--- src/bdec_pkg.sv ---
// Shared types and codes for the base16/32/64 stream decoder.
`timescale 1ns / 1ps
`default_nettype none

package bdec_pkg;

	// Register indexes on the configuration port
	localparam logic [1:0] REG_BASE  = 2'd0;
	localparam logic [1:0] REG_ALPHA = 2'd1;
	localparam logic [1:0] REG_PAD   = 2'd2;

	// Base selector codes
	localparam logic [1:0] BASE16 = 2'd0;
	localparam logic [1:0] BASE32 = 2'd1;
	localparam logic [1:0] BASE64 = 2'd2;

	// Input command codes
	localparam logic CMD_CHAR = 1'b0;
	localparam logic CMD_END  = 1'b1;

	// Result status codes
	localparam logic [1:0] ST_DATA      = 2'd0;
	localparam logic [1:0] ST_EMPTY     = 2'd1;
	localparam logic [1:0] ST_BAD_CHAR  = 2'd2;
	localparam logic [1:0] ST_BAD_BLOCK = 2'd3;

	// Register reset values
	localparam logic [1:0] RST_BASE  = BASE64;
	localparam logic [1:0] RST_ALPHA = 2'd0;
	localparam logic       RST_PAD   = 1'b1;

	// Most result bytes a single request can cause
	localparam int MAX_RESULTS = 5;

	typedef struct packed {
		logic [1:0] base_select;
		logic [1:0] alphabet_select;
		logic       pad_enable;
	} bdec_cfg_t;

	// Results of one request: count, shared status and the bytes in order
	typedef struct packed {
		logic [2:0]                  n;
		logic [1:0]                  status;
		logic [MAX_RESULTS-1:0][7:0] bytes;
	} bdec_bundle_t;

endpackage

`default_nettype wire

--- src/base16_32_64_stream_decoder.sv ---
// Top level of the base16/32/64 stream decoder.
// The decoder takes one request per clock when it is not held off: an encoded character
// or an end-of-input marker. Each request is looked up and packed combinationally between
// the input register and the result register, and its results (up to five bytes for a
// full base32 group, three for base64, one for base16, or a single status) leave on the
// output one per cycle while m_tready is high. A request that causes several results
// holds the result register until its last result is taken; the request behind it waits
// in the input register until then, so the input is held off even when the output drains
// every cycle. Requests that give no result (a symbol that does not complete a group,
// padding, characters swallowed after an error) pass whenever the result register is
// free or handing out its last result. There is no clearing pass after reset.
`timescale 1ns / 1ps
`default_nettype none

module base16_32_64_stream_decoder (
	input  wire        clk,
	input  wire        arst_n,
	input  wire        s_tvalid,
	output logic       s_tready,
	input  wire  [7:0] s_tdata,   // [7:0] char_byte
	input  wire        s_tuser,   // [0] command
	output logic       m_tvalid,
	input  wire        m_tready,
	output logic [7:0] m_tdata,   // [7:0] data_byte
	output logic [1:0] m_tuser,   // [1:0] status
	output logic       m_tlast,
	input  wire        cfg_we,
	input  wire  [1:0] cfg_index,
	input  wire  [1:0] cfg_data
);

	bdec_pkg::bdec_cfg_t    cfg_q;
	bdec_pkg::bdec_bundle_t bun;
	logic                   bun_valid;
	logic                   bun_ready;

	// Configuration registers
	always_ff @(posedge clk or negedge arst_n) begin
		if (!arst_n) begin
			cfg_q.base_select     <= bdec_pkg::RST_BASE;
			cfg_q.alphabet_select <= bdec_pkg::RST_ALPHA;
			cfg_q.pad_enable      <= bdec_pkg::RST_PAD;
		end else if (cfg_we) begin
			case (cfg_index)
				bdec_pkg::REG_BASE:  cfg_q.base_select     <= cfg_data;
				bdec_pkg::REG_ALPHA: cfg_q.alphabet_select <= cfg_data;
				bdec_pkg::REG_PAD:   cfg_q.pad_enable      <= cfg_data[0];
				default: ;
			endcase
		end
	end

	bdec_decode u_decode (
		.clk       (clk),
		.arst_n    (arst_n),
		.s_tvalid  (s_tvalid),
		.s_tready  (s_tready),
		.s_tdata   (s_tdata),
		.s_tuser   (s_tuser),
		.cfg       (cfg_q),
		.bun_valid (bun_valid),
		.bun_ready (bun_ready),
		.bun       (bun)
	);

	bdec_serial u_serial (
		.clk       (clk),
		.arst_n    (arst_n),
		.bun_valid (bun_valid),
		.bun_ready (bun_ready),
		.bun       (bun),
		.m_tvalid  (m_tvalid),
		.m_tready  (m_tready),
		.m_tdata   (m_tdata),
		.m_tuser   (m_tuser),
		.m_tlast   (m_tlast)
	);

endmodule

`default_nettype wire

--- src/bdec_decode.sv ---
// Input register, symbol lookup, group store and byte packing.
`timescale 1ns / 1ps
`default_nettype none

module bdec_decode (
	input  wire                  clk,
	input  wire                  arst_n,
	input  wire                  s_tvalid,
	output logic                 s_tready,
	input  wire  [7:0]           s_tdata,
	input  wire                  s_tuser,
	input  bdec_pkg::bdec_cfg_t  cfg,
	output logic                 bun_valid,
	input  wire                  bun_ready,
	output bdec_pkg::bdec_bundle_t bun
);

	localparam logic [7:0] CH_PAD = 8'h3D;

	// Character to symbol: {hit, value}
	function automatic logic [6:0] lookup(input logic [1:0] kind, input logic [1:0] alpha,
			input logic [7:0] c);
		logic [7:0] v;
		logic       hit;
		v   = 8'd0;
		hit = 1'b0;
		case (kind)
			bdec_pkg::BASE16: begin
				if (c inside {[8'h30:8'h39]}) begin
					hit = 1'b1; v = c - 8'h30;
				end else if (c inside {[8'h41:8'h46]}) begin
					hit = 1'b1; v = c - 8'h41 + 8'd10;
				end
			end
			bdec_pkg::BASE32: begin
				if (alpha == 2'd1) begin
					if (c inside {[8'h30:8'h39]}) begin
						hit = 1'b1; v = c - 8'h30;
					end else if (c inside {[8'h41:8'h56]}) begin
						hit = 1'b1; v = c - 8'h41 + 8'd10;
					end
				end else begin
					if (c inside {[8'h41:8'h5A]}) begin
						hit = 1'b1; v = c - 8'h41;
					end else if (c inside {[8'h32:8'h37]}) begin
						hit = 1'b1; v = c - 8'h32 + 8'd26;
					end
				end
			end
			default: begin
				if (c inside {[8'h41:8'h5A]}) begin
					hit = 1'b1; v = c - 8'h41;
				end else if (c inside {[8'h61:8'h7A]}) begin
					hit = 1'b1; v = c - 8'h61 + 8'd26;
				end else if (c inside {[8'h30:8'h39]}) begin
					hit = 1'b1; v = c - 8'h30 + 8'd52;
				end else begin
					case (alpha)
						2'd1: begin
							if (c == 8'h2D) begin hit = 1'b1; v = 8'd62; end
							if (c == 8'h5F) begin hit = 1'b1; v = 8'd63; end
						end
						2'd2: begin
							if (c == 8'h2B) begin hit = 1'b1; v = 8'd62; end
							if (c == 8'h2C) begin hit = 1'b1; v = 8'd63; end
						end
						default: begin
							if (c == 8'h2B) begin hit = 1'b1; v = 8'd62; end
							if (c == 8'h2F) begin hit = 1'b1; v = 8'd63; end
						end
					endcase
				end
			end
		endcase
		return {hit, v[5:0]};
	endfunction

	// Pack the first n symbols MSB first; symbols are ORed in at their slot
	function automatic logic [4:0][7:0] pack(input logic [1:0] kind,
			input logic [7:0][5:0] syms, input logic [3:0] n);
		logic [9:0]      a16;
		logic [40:0]     a32;
		logic [23:0]     a64;
		logic [4:0][7:0] b;
		a16 = '0;
		a32 = '0;
		a64 = '0;
		b   = '0;
		for (int i = 0; i < 2; i++)
			if (4'(i) < n) a16 = a16 | (10'(syms[i]) << (4 * (1 - i)));
		for (int i = 0; i < 8; i++)
			if (4'(i) < n) a32 = a32 | (41'(syms[i]) << (5 * (7 - i)));
		for (int i = 0; i < 4; i++)
			if (4'(i) < n) a64 = a64 | (24'(syms[i]) << (6 * (3 - i)));
		case (kind)
			bdec_pkg::BASE16: b[0] = a16[7:0];
			bdec_pkg::BASE32: begin
				for (int j = 0; j < 5; j++) b[j] = a32[39 - 8 * j -: 8];
			end
			default: begin
				for (int j = 0; j < 3; j++) b[j] = a64[23 - 8 * j -: 8];
			end
		endcase
		return b;
	endfunction

	// Whole bytes in a partial group at end of input: {ok, count}
	function automatic logic [3:0] end_bytes(input logic [1:0] kind, input logic [3:0] n);
		logic [3:0] r;
		r = 4'b0000;
		case (kind)
			bdec_pkg::BASE16: if (n == 4'd2) r = {1'b1, 3'd1};
			bdec_pkg::BASE32: begin
				case (n)
					4'd2:    r = {1'b1, 3'd1};
					4'd4:    r = {1'b1, 3'd2};
					4'd5:    r = {1'b1, 3'd3};
					4'd7:    r = {1'b1, 3'd4};
					4'd8:    r = {1'b1, 3'd5};
					default: r = 4'b0000;
				endcase
			end
			default: begin
				case (n)
					4'd2:    r = {1'b1, 3'd1};
					4'd3:    r = {1'b1, 3'd2};
					4'd4:    r = {1'b1, 3'd3};
					default: r = 4'b0000;
				endcase
			end
		endcase
		return r;
	endfunction

	logic            valid_s1;
	logic            cmd_s1;
	logic [7:0]      char_s1;
	logic [3:0]      count_q;
	logic            pad_seen_q;
	logic            err_q;
	logic [7:0][5:0] grp_q;

	logic            commit;
	logic [1:0]      kind;
	logic [3:0]      gsize;
	logic [2:0]      full_n;
	logic [6:0]      lk;
	logic [7:0][5:0] merged;
	logic            pad_ok;
	logic [3:0]      cnt_inc;
	logic [3:0]      endv;
	logic [3:0]      count_d;
	logic            pad_d;
	logic            err_d;
	logic            grp_we;

	assign s_tready  = !valid_s1 || bun_ready;
	assign bun_valid = valid_s1;
	assign commit    = valid_s1 && bun_ready;

	// Input register
	always_ff @(posedge clk or negedge arst_n) begin
		if (!arst_n) begin
			valid_s1 <= 1'b0;
		end else if (s_tvalid && s_tready) begin
			valid_s1 <= 1'b1;
		end else if (bun_ready) begin
			valid_s1 <= 1'b0;
		end
	end

	always_ff @(posedge clk) begin
		if (s_tvalid && s_tready) begin
			cmd_s1  <= s_tuser;
			char_s1 <= s_tdata;
		end
	end

	// Base geometry; unused selector acts as base64
	always_comb begin
		kind = (cfg.base_select == 2'd3) ? bdec_pkg::BASE64 : cfg.base_select;
		case (kind)
			bdec_pkg::BASE16: begin gsize = 4'd2; full_n = 3'd1; end
			bdec_pkg::BASE32: begin gsize = 4'd8; full_n = 3'd5; end
			default:          begin gsize = 4'd4; full_n = 3'd3; end
		endcase
	end

	assign lk      = lookup(kind, cfg.alphabet_select, char_s1);
	assign cnt_inc = count_q + 4'd1;
	assign endv    = end_bytes(kind, count_q);
	assign pad_ok  = (char_s1 == CH_PAD) && cfg.pad_enable && (kind != bdec_pkg::BASE16)
		&& (pad_seen_q || count_q >= 4'd2);

	// Group with the incoming symbol dropped into its slot
	always_comb begin
		for (int i = 0; i < 8; i++)
			merged[i] = (3'(i) == count_q[2:0]) ? lk[5:0] : grp_q[i];
	end

	// Request decode: results and next state
	always_comb begin
		count_d    = count_q;
		pad_d      = pad_seen_q;
		err_d      = err_q;
		grp_we     = 1'b0;
		bun.n      = 3'd0;
		bun.status = bdec_pkg::ST_DATA;
		bun.bytes  = '0;
		if (cmd_s1 == bdec_pkg::CMD_END) begin
			if (err_q) begin
				bun.n = 3'd1; bun.status = bdec_pkg::ST_BAD_CHAR;
			end else if (count_q == 4'd0) begin
				bun.n = 3'd1; bun.status = bdec_pkg::ST_EMPTY;
			end else if (endv[3]) begin
				bun.n     = endv[2:0];
				bun.bytes = pack(kind, grp_q, count_q);
			end else begin
				bun.n = 3'd1; bun.status = bdec_pkg::ST_BAD_BLOCK;
			end
			count_d = 4'd0;
			pad_d   = 1'b0;
			err_d   = 1'b0;
		end else if (!err_q) begin
			if (pad_ok) begin
				pad_d = 1'b1;
			end else if (!lk[6] || pad_seen_q) begin
				err_d = 1'b1;
				bun.n = 3'd1; bun.status = bdec_pkg::ST_BAD_CHAR;
			end else begin
				grp_we = 1'b1;
				if (cnt_inc >= gsize) begin
					bun.n     = full_n;
					bun.bytes = pack(kind, merged, 4'd8);
					count_d   = 4'd0;
				end else begin
					count_d = cnt_inc;
				end
			end
		end
	end

	// Decoder state
	always_ff @(posedge clk or negedge arst_n) begin
		if (!arst_n) begin
			count_q    <= 4'd0;
			pad_seen_q <= 1'b0;
			err_q      <= 1'b0;
		end else if (commit) begin
			count_q    <= count_d;
			pad_seen_q <= pad_d;
			err_q      <= err_d;
		end
	end

	// Symbol store, no reset: only slots written in this group are read
	always_ff @(posedge clk) begin
		if (commit && grp_we)
			grp_q[count_q[2:0]] <= lk[5:0];
	end

endmodule

`default_nettype wire

--- src/bdec_serial.sv ---
// Result register that hands out a request's results one per cycle while m_tready is high.
`timescale 1ns / 1ps
`default_nettype none

module bdec_serial (
	input  wire                    clk,
	input  wire                    arst_n,
	input  wire                    bun_valid,
	output logic                   bun_ready,
	input  bdec_pkg::bdec_bundle_t bun,
	output logic                   m_tvalid,
	input  wire                    m_tready,
	output logic [7:0]             m_tdata,
	output logic [1:0]             m_tuser,
	output logic                   m_tlast
);

	logic                   valid_s2;
	bdec_pkg::bdec_bundle_t bun_s2;
	logic [2:0]             idx_q;
	logic                   last;

	assign last      = (idx_q == bun_s2.n - 3'd1);
	assign bun_ready = !valid_s2 || (m_tready && last);

	assign m_tvalid = valid_s2;
	assign m_tdata  = bun_s2.bytes[idx_q];
	assign m_tuser  = bun_s2.status;
	assign m_tlast  = last;

	// Load a new bundle, or step through the current one
	always_ff @(posedge clk or negedge arst_n) begin
		if (!arst_n) begin
			valid_s2 <= 1'b0;
			idx_q    <= 3'd0;
		end else if (bun_valid && bun_ready) begin
			valid_s2 <= (bun.n != 3'd0);
			idx_q    <= 3'd0;
		end else if (valid_s2 && m_tready) begin
			if (last) valid_s2 <= 1'b0;
			else idx_q <= idx_q + 3'd1;
		end
	end

	always_ff @(posedge clk) begin
		if (bun_valid && bun_ready)
			bun_s2 <= bun;
	end

endmodule

`default_nettype wire

--- config.mk ---
export PLATFORM = sky130hd
export DESIGN_NAME = base16_32_64_stream_decoder
export DESIGN_NICKNAME = d
export VERILOG_FILES = /design/src/bdec_pkg.sv /design/src/base16_32_64_stream_decoder.sv /design/src/bdec_decode.sv /design/src/bdec_serial.sv
export SDC_FILE = /design/constraint.sdc
export NUM_CORES = 1
export LEC_CHECK = 0
export BUFFER_PORTS_ARGS = -buffer_cell sky130_fd_sc_hd__buf_4
export CORE_UTILIZATION = 56
export CTS_BUF_LIST = sky130_fd_sc_hd__clkbuf_4 sky130_fd_sc_hd__clkbuf_8
export DETAILED_ROUTE_END_ITERATION = 7
export PLACE_DENSITY_LB_ADDON = 0.15
export SLEW_MARGIN = 25
export SYNTH_ARGS = -nofsm -noshare
export SYNTH_HDL_FRONTEND = slang
export SYNTH_SLANG_ARGS = --single-unit
export TNS_END_PERCENT = 5
--- constraint.sdc ---
create_clock -name clk -period 6.3 [get_ports clk]
set_clock_uncertainty 0.05 [all_clocks]
set_input_delay 0.63 -clock clk [delete_from_list [all_inputs] [get_ports clk]]
set_output_delay 0.63 -clock clk [all_outputs]
set_load 0.01 [all_outputs]
==> run_results.csv, run 1 <==
group,metric,value,unit
hold_path,hp-start,"s_tdata[7]",
synth,syn_area,7950,um^2
clock_tree,clkSinkCount,118,
final_layout,finalNonFillerCells,1008,
critical_path,start_kind,"flop",
clock_tree,postCtsSetupBuffers,0,
drt,routedWlPerCell,24.7,um
power_and_ir_drop,irDropWorstVdd,0.000203,V
floorplanning,initial_utilization,57.2,%
drt,drt-total-wl,24900,um
synth,synthArstFlopShare,13.6,%
final_layout,final_cell_area,8640,um^2
synth,synthesis.instances,807,
synth,synth_xor_area_share,1.54,%
floorplanning,rows,43,
sta,slew_headroom,35.2,%
floorplanning,die_h,121,um
placed_design,io_buffers,30,
synth,yosys.area.top_type_share,38.6,%
synth,synthSimpleGateAreaFrac,15.4,%
flow_run,maxCapViolCount,0,
synth,yosysUniqueCellTypes,84,
critical_path,r2r_cells,13,
hold_path,min_path_cells,1,
drt,drtPass1Iterations,6,
synth,synth-compound-area-share,23.5,%
power_and_ir_drop,power,3740,uW
sta,whs,0.289,ns
hold_path,hold_path_class,"input pin to flop",
drt,viasPerCell,6.99,
floorplanning,die_area,14700,um^2
drt,drt_iter0_markers,1017,
sta,setup_viol,0,
clock_tree,cts_buffers,17,
global_routing,grt_max_degree,49,
synth,yosysMostFrequentCell,"edfxtp_1",
global_routing,track_usage,35.1,%
drt,drc,0,
critical_path,endpoint_kind,"flop",
final_layout,nets,864,
final_layout,drive_gt1_share,12.8,%
sta,hold_violations,0,
synth,synth-adder-area-share,5.04,%
placed_design,dp_hpwl,17700,um
synth,synth_nets,857,
synth,yosysSeqAreaShare,43.6,%
critical_path,arrival,5.27,ns
synth,muxShareOfSynthArea,6.39,%
synth,synth_edf_count,102,
critical_path,cp_data_required_time,6.48,ns
clock_tree,cts-resized-gates,0,
global_routing,overflow,0,
clock_tree,htreeDepth,4,
floorplanning,fp.dieW,121,um
synth,synthFlopType,"edfxtp_1",
floorplanning,core,13900,um^2
synth,yosys_warnings,0,
outcome,status,"complete, no violations",
clock_tree,cts_root_buf,"clkbuf_8",
synth,synth_top_family_by_area,"compound AO/OA/AOI/OAI gates",
synth,ys_ff_latch,118,
drt,vias,7050,
final_layout,syn_to_final_growth,8.80,%
critical_path,path_class,"flop to flop",
synth,synth_area_leader_cell,"edfxtp_1",
sta,min_period_over_period,80.7,%
clock_tree,tritoncts,"done",
global_routing,grt_first_pass_wirelength,37900,um
critical_path,startpoint,"u_decode.char_s1[0]$_DFFE_PP_",
synth,synth_common_cells,"edfxtp_1 (102), nand2_1 (66), nor2_1 (62)",
critical_path,r2r_start,"u_decode.char_s1[0]$_DFFE_PP_",
sta,tightest_slew,0.972,ns
placed_design,placed_area,8220,um^2
sta,max_freq,197,MHz
sta,min_period,5.08,ns
clock_tree,path_clk_slew,0.09,ns
global_routing,grt_pass1_vias,6663,
placed_design,placed_cells,974,
floorplanning,boundaryPins,31,
critical_path,critPathMaxFanout,18,
clock_tree,clk_latency,0.46,ns
synth,synthTopCellsByArea,"edfxtp_1 (39%), ha_1 (5.0%), dfrtp_1 (4.4%), mux2i_1 (4.4%), a21oi_1 (3.4%)",
power_and_ir_drop,powerDensity,432,nW/um^2
synth,synth_area_per_cell,9.85,um^2
placed_design,gp_congestion,1.03,
sta,finalSetupTns,0,ns
drt,ant_nets,0,
power_and_ir_drop,leakagePower,0.00312,uW
global_routing,antenna_found_initial,2,
sta,timing.final.max_slew_violations,0,
sta,rsz0062_at_grt,"no",
clock_tree,cts_buffer_depth,2,
==> metrics by stage <==
step                      util, %  setup slack (ns)
after floorplan                 -              2.58
after global placement       59.2              1.32
after detailed placement     59.2              1.46
after CTS                    62.2              1.40
after global routing         62.3             0.993
final                        62.3              1.22
==> registers in the layout (all words and copies together), names as in the netlist <==
register,count
u_decode.bun_valid,1
u_decode.pad_seen_q,1
u_decode.grp_q,48
u_decode.char_s1,8
u_serial.idx_q,3
u_serial.bun_s2,43
u_decode.cmd_s1,1
u_serial.m_tvalid,1
u_decode.err_q,1
u_decode.count_q,4
cfg_q,5
u_serial.m_tuser,2
==> final timing paths <==
kind	to	slack (ns)
worst max-delay path	u_serial.bun_s2[18]$_DFFE_PP_	1.22
worst max register to register	u_serial.bun_s2[18]$_DFFE_PP_	1.22
worst min register to register	u_serial.bun_s2[29]$_DFFE_PP_	0.50
min in group asynchronous	cfg_q[3]$_DFFE_PN0P_	0.50
max in group asynchronous	cfg_q[0]$_DFFE_PN1P_	5.45
worst min-delay path	u_decode.char_s1[7]$_DFFE_PP_	0.29
==> logic make-up (layout without fill, tap and decap cells) <==
| group | after synthesis | in the layout |
|---|---|---|
| buffers and inverters | 82 | 102 |
| xor gates and xnor gates | 14 | 14 |
| and+or+nand+nor | 243 | 243 |
| DFF | 118 | 118 |
| muxes | 49 | 49 |
| AOI/OAI and AO/OA | 269 | 269 |
| adders and majority gates | 32 | 32 |
| other | 0 | 1 |
==> placed cells by master (no fill, tap or decap), types with 6 or more instances in the layout <==
cell,n
xnor2_1,9
mux2i_1,35
inv_1,29
mux2_2,14
o211ai_1,9
a22oi_1,10
o22ai_1,18
and3_1,6
clkbuf_8,17
ha_1,32
nor2b_1,6
and2_1,8
a31oi_1,11
nand3_1,25
o21ai_1,8
nor3_1,17
buf_4,37
edfxtp_1,102
a21oi_1,54
nor2_1,62
a32oi_1,8
a22o_1,14
nand2b_1,10
a211oi_1,9
o21ai_0,44
a21boi_0,6
dfrtp_1,14
a32o_1,6
nand2_1,66
==> layout make-up <==
class | instances | area, um^2
Fill cell | 1114 | 5240
Multi-Input combinational cell | 607 | 4140
Sequential cell | 118 | 3470
Timing Repair Buffer | 38 | 288
Clock buffer | 18 | 241
Tap cell | 180 | 225
Clock inverter | 14 | 165
Inverter | 32 | 121
Antenna cell | 1 | 2.50
==> worst max-delay path: stages, from the launching register on <==
cell and delay (ns):
edfxtp_1 0.73, inv_1 0.32, ha_1 0.36, xor2_1 0.22
ha_1 0.29, or4_1 0.45, a21o_1 0.22, a2111oi_0 0.42
a211oi_1 0.10, a21oi_1 0.20, and2_1 0.22, o21a_1 0.79
mux2i_1 0.17, o21ai_1 0.31
==> timing repair <==
item,CTS,global route
setup endpoints to repair,0,0
hold endpoints to repair,14,0
hold buffers,1,0
==> metal layers <==
layer	vias up	track usage (%)	wire length, um
li1	3123	-	-
met1	3337	47.0	10200
met2	497	50.3	10700
met3	91	13.3	3140
met4	2	15.2	872
met5	-	0	12
==> where the power goes <==
group          internal, uW  switching [uW]  total, uW
Combinational           585            1150       1740
Sequential             1100             174       1280
Clock                   367             358        725
(Power assumes the default switching activity.)
==> run 2, diff against run 1 <==
clock period = 4.6 ns   (was 6.3 ns; I/O delays follow)
==> run_results.csv, run 2 (same netlist as run 1, synthesis figures left out) <==
group,metric,value,unit
clock_tree,cts_buffer_depth,2,
drt,ant_nets,0,
final_layout,largest_reg_flops,48,
power_and_ir_drop,leakagePower,0.00331,uW
hold_path,hold_path_class,"input pin to flop",
critical_path,arrival,4.60,ns
floorplanning,die_h,121,um
drt,routedWlPerCell,24.1,um
clock_tree,clkSinkCount,118,
power_and_ir_drop,powerDensity,583,nW/um^2
drt,viasPerCell,6.96,
critical_path,critPathMaxFanout,14,
floorplanning,core,13900,um^2
clock_tree,clk_latency,0.47,ns
outcome,status,"complete, no violations",
floorplanning,initial_utilization,57.2,%
placed_design,gp_congestion,0.953,
power_and_ir_drop,irDropWorstVdd,0.000344,V
final_layout,multi_input_area,4140,um^2
drt,vias,7282,
sta,setup_viol,0,
critical_path,start_kind,"flop",
clock_tree,htreeDepth,4,
placed_design,placed_cells,1013,
sta,tightest_slew,0.907,ns
final_layout,syn_to_final_growth,12.2,%
global_routing,grt_pass1_vias,6723,
sta,min_period,4.32,ns
clock_tree,cts_root_buf,"clkbuf_8",
global_routing,grt_first_pass_wirelength,38400,um
sta,hold_violations,0,
sta,timing.final.max_slew_violations,0,
critical_path,cp_data_required_time,4.88,ns
power_and_ir_drop,power,5190,uW
floorplanning,boundaryPins,31,
sta,rsz0062_at_grt,"no",
placed_design,io_buffers,30,
final_layout,ff_latch_area,3470,um^2
flow_run,maxCapViolCount,0,
floorplanning,rows,43,
drt,drtPass1Iterations,7,
floorplanning,die_area,14700,um^2
drt,drc,0,
final_layout,finalNonFillerCells,1047,
global_routing,grt_max_degree,45,
drt,drt_iter0_markers,868,
placed_design,dp_hpwl,18700,um
global_routing,overflow,0,
critical_path,path_class,"flop to flop",
clock_tree,postCtsSetupBuffers,0,
critical_path,endpoint_kind,"flop",
clock_tree,cts_buffers,17,
sta,max_freq,231,MHz
sta,slew_headroom,39.3,%
clock_tree,tritoncts,"done",
floorplanning,fp.dieW,121,um
final_layout,nets,903,
drt,drt-total-wl,25300,um
final_layout,final_cell_mix,"edfxtp_1 (102), buf_4 (76), nand2_1 (66)",
final_layout,fill_cells,1109,
global_routing,antenna_found_initial,1,
final_layout,utilization,64.2,%
global_routing,track_usage,35.4,%
final_layout,mostFrequentLayoutCell,"edfxtp_1",
final_layout,drive_gt1_share,16.7,%
clock_tree,path_clk_slew,0.09,ns
sta,min_period_over_period,94.0,%
sta,whs,0.116,ns
sta,finalSetupTns,0,ns
==> run 2: cell count changes in the layout (fill, tap and decap cells not counted) <==
cell,change
buf_4,+39
clkinvlp_4,-1
inv_6,-1
clkinv_4,+3
bufinv_16,-1
==> run 2: layer usage <==
metal | GRT usage [%] | vias to the layer above | part of all wire, %
met1 | 50.3 | 3514 | 41
met2 | 52.3 | 507 | 44
met3 | 9.45 | 63 | 13
met4 | 11.7 | 0 | 2.3
li1 | - | 3198 | -
met5 | 0 | - | 0
==> run 2: area by class of cell <==
| class | count | area share (%) |
|---|---|---|
| diodes | 1 | 0.0281 |
| clock buffers | 18 | 2.71 |
| clock inverters | 14 | 1.63 |
| inverters | 32 | 1.36 |
| multi-input cells | 607 | 46.4 |
| flip-flops and latches | 118 | 38.9 |
| well taps | 180 | 2.53 |
| repair buffers | 77 | 6.51 |
==> run 2: what timing repair did <==
action | in CTS | in global routing
hold buffers | 1 | 0
hold endpoints to repair | 14 | 0
resized for setup | 0 | 0
==> run 2: path summary, 6_finish.rpt <==
check | endpoint | cells past startpoint | slack, ns | startpoint
worst max register to register | u_serial.bun_s2[9]$_DFFE_PP_ | 13 | 0.28 | u_decode.char_s1[0]$_DFFE_PP_
worst max-delay path | u_serial.bun_s2[9]$_DFFE_PP_ | 13 | 0.28 | u_decode.char_s1[0]$_DFFE_PP_
worst min-delay path | u_decode.char_s1[4]$_DFFE_PP_ | 1 | 0.12 | s_tdata[4]
max in group asynchronous | cfg_q[0]$_DFFE_PN1P_ | 2 | 3.87 | arst_n
min in group asynchronous | cfg_q[2]$_DFFE_PN0P_ | 2 | 0.36 | arst_n
worst min register to register | u_serial.bun_s2[32]$_DFFE_PP_ | 1 | 0.50 | u_decode.grp_q[42]$_DFFE_PP_
==> run 2: critical path, cell delays in order (launching register included) <==
cell       delay (ns)
edfxtp_1         0.39
inv_1            0.30
ha_1             0.38
xor2_1           0.16
ha_1             0.27
or4_1            0.44
and2_1           0.20
a2111oi_0        0.36
o21ai_0          0.13
a21oi_1          0.24
and2_1           0.23
o21a_1           0.60
mux2_2           0.30
a211o_1          0.12
==> run 2: metrics by stage <==
| step | cell area, um^2 | setup slack [ns] |
|---|---|---|
| after floorplan | 7950 | 0.882 |
| after detailed placement | 8520 | 0.379 |
| after CTS | 8910 | 0.368 |
| after global placement | 8520 | 0.297 |
| after global routing | 8910 | 0.0339 |
| final | 8920 | 0.277 |
==> run 2: report_power, final <==
| group | internal (uW) | switching [uW] | total [uW] |
|---|---|---|---|
| clock network | 448 | 502 | 950 |
| logic | 906 | 1640 | 2540 |
| registers | 1510 | 194 | 1700 |
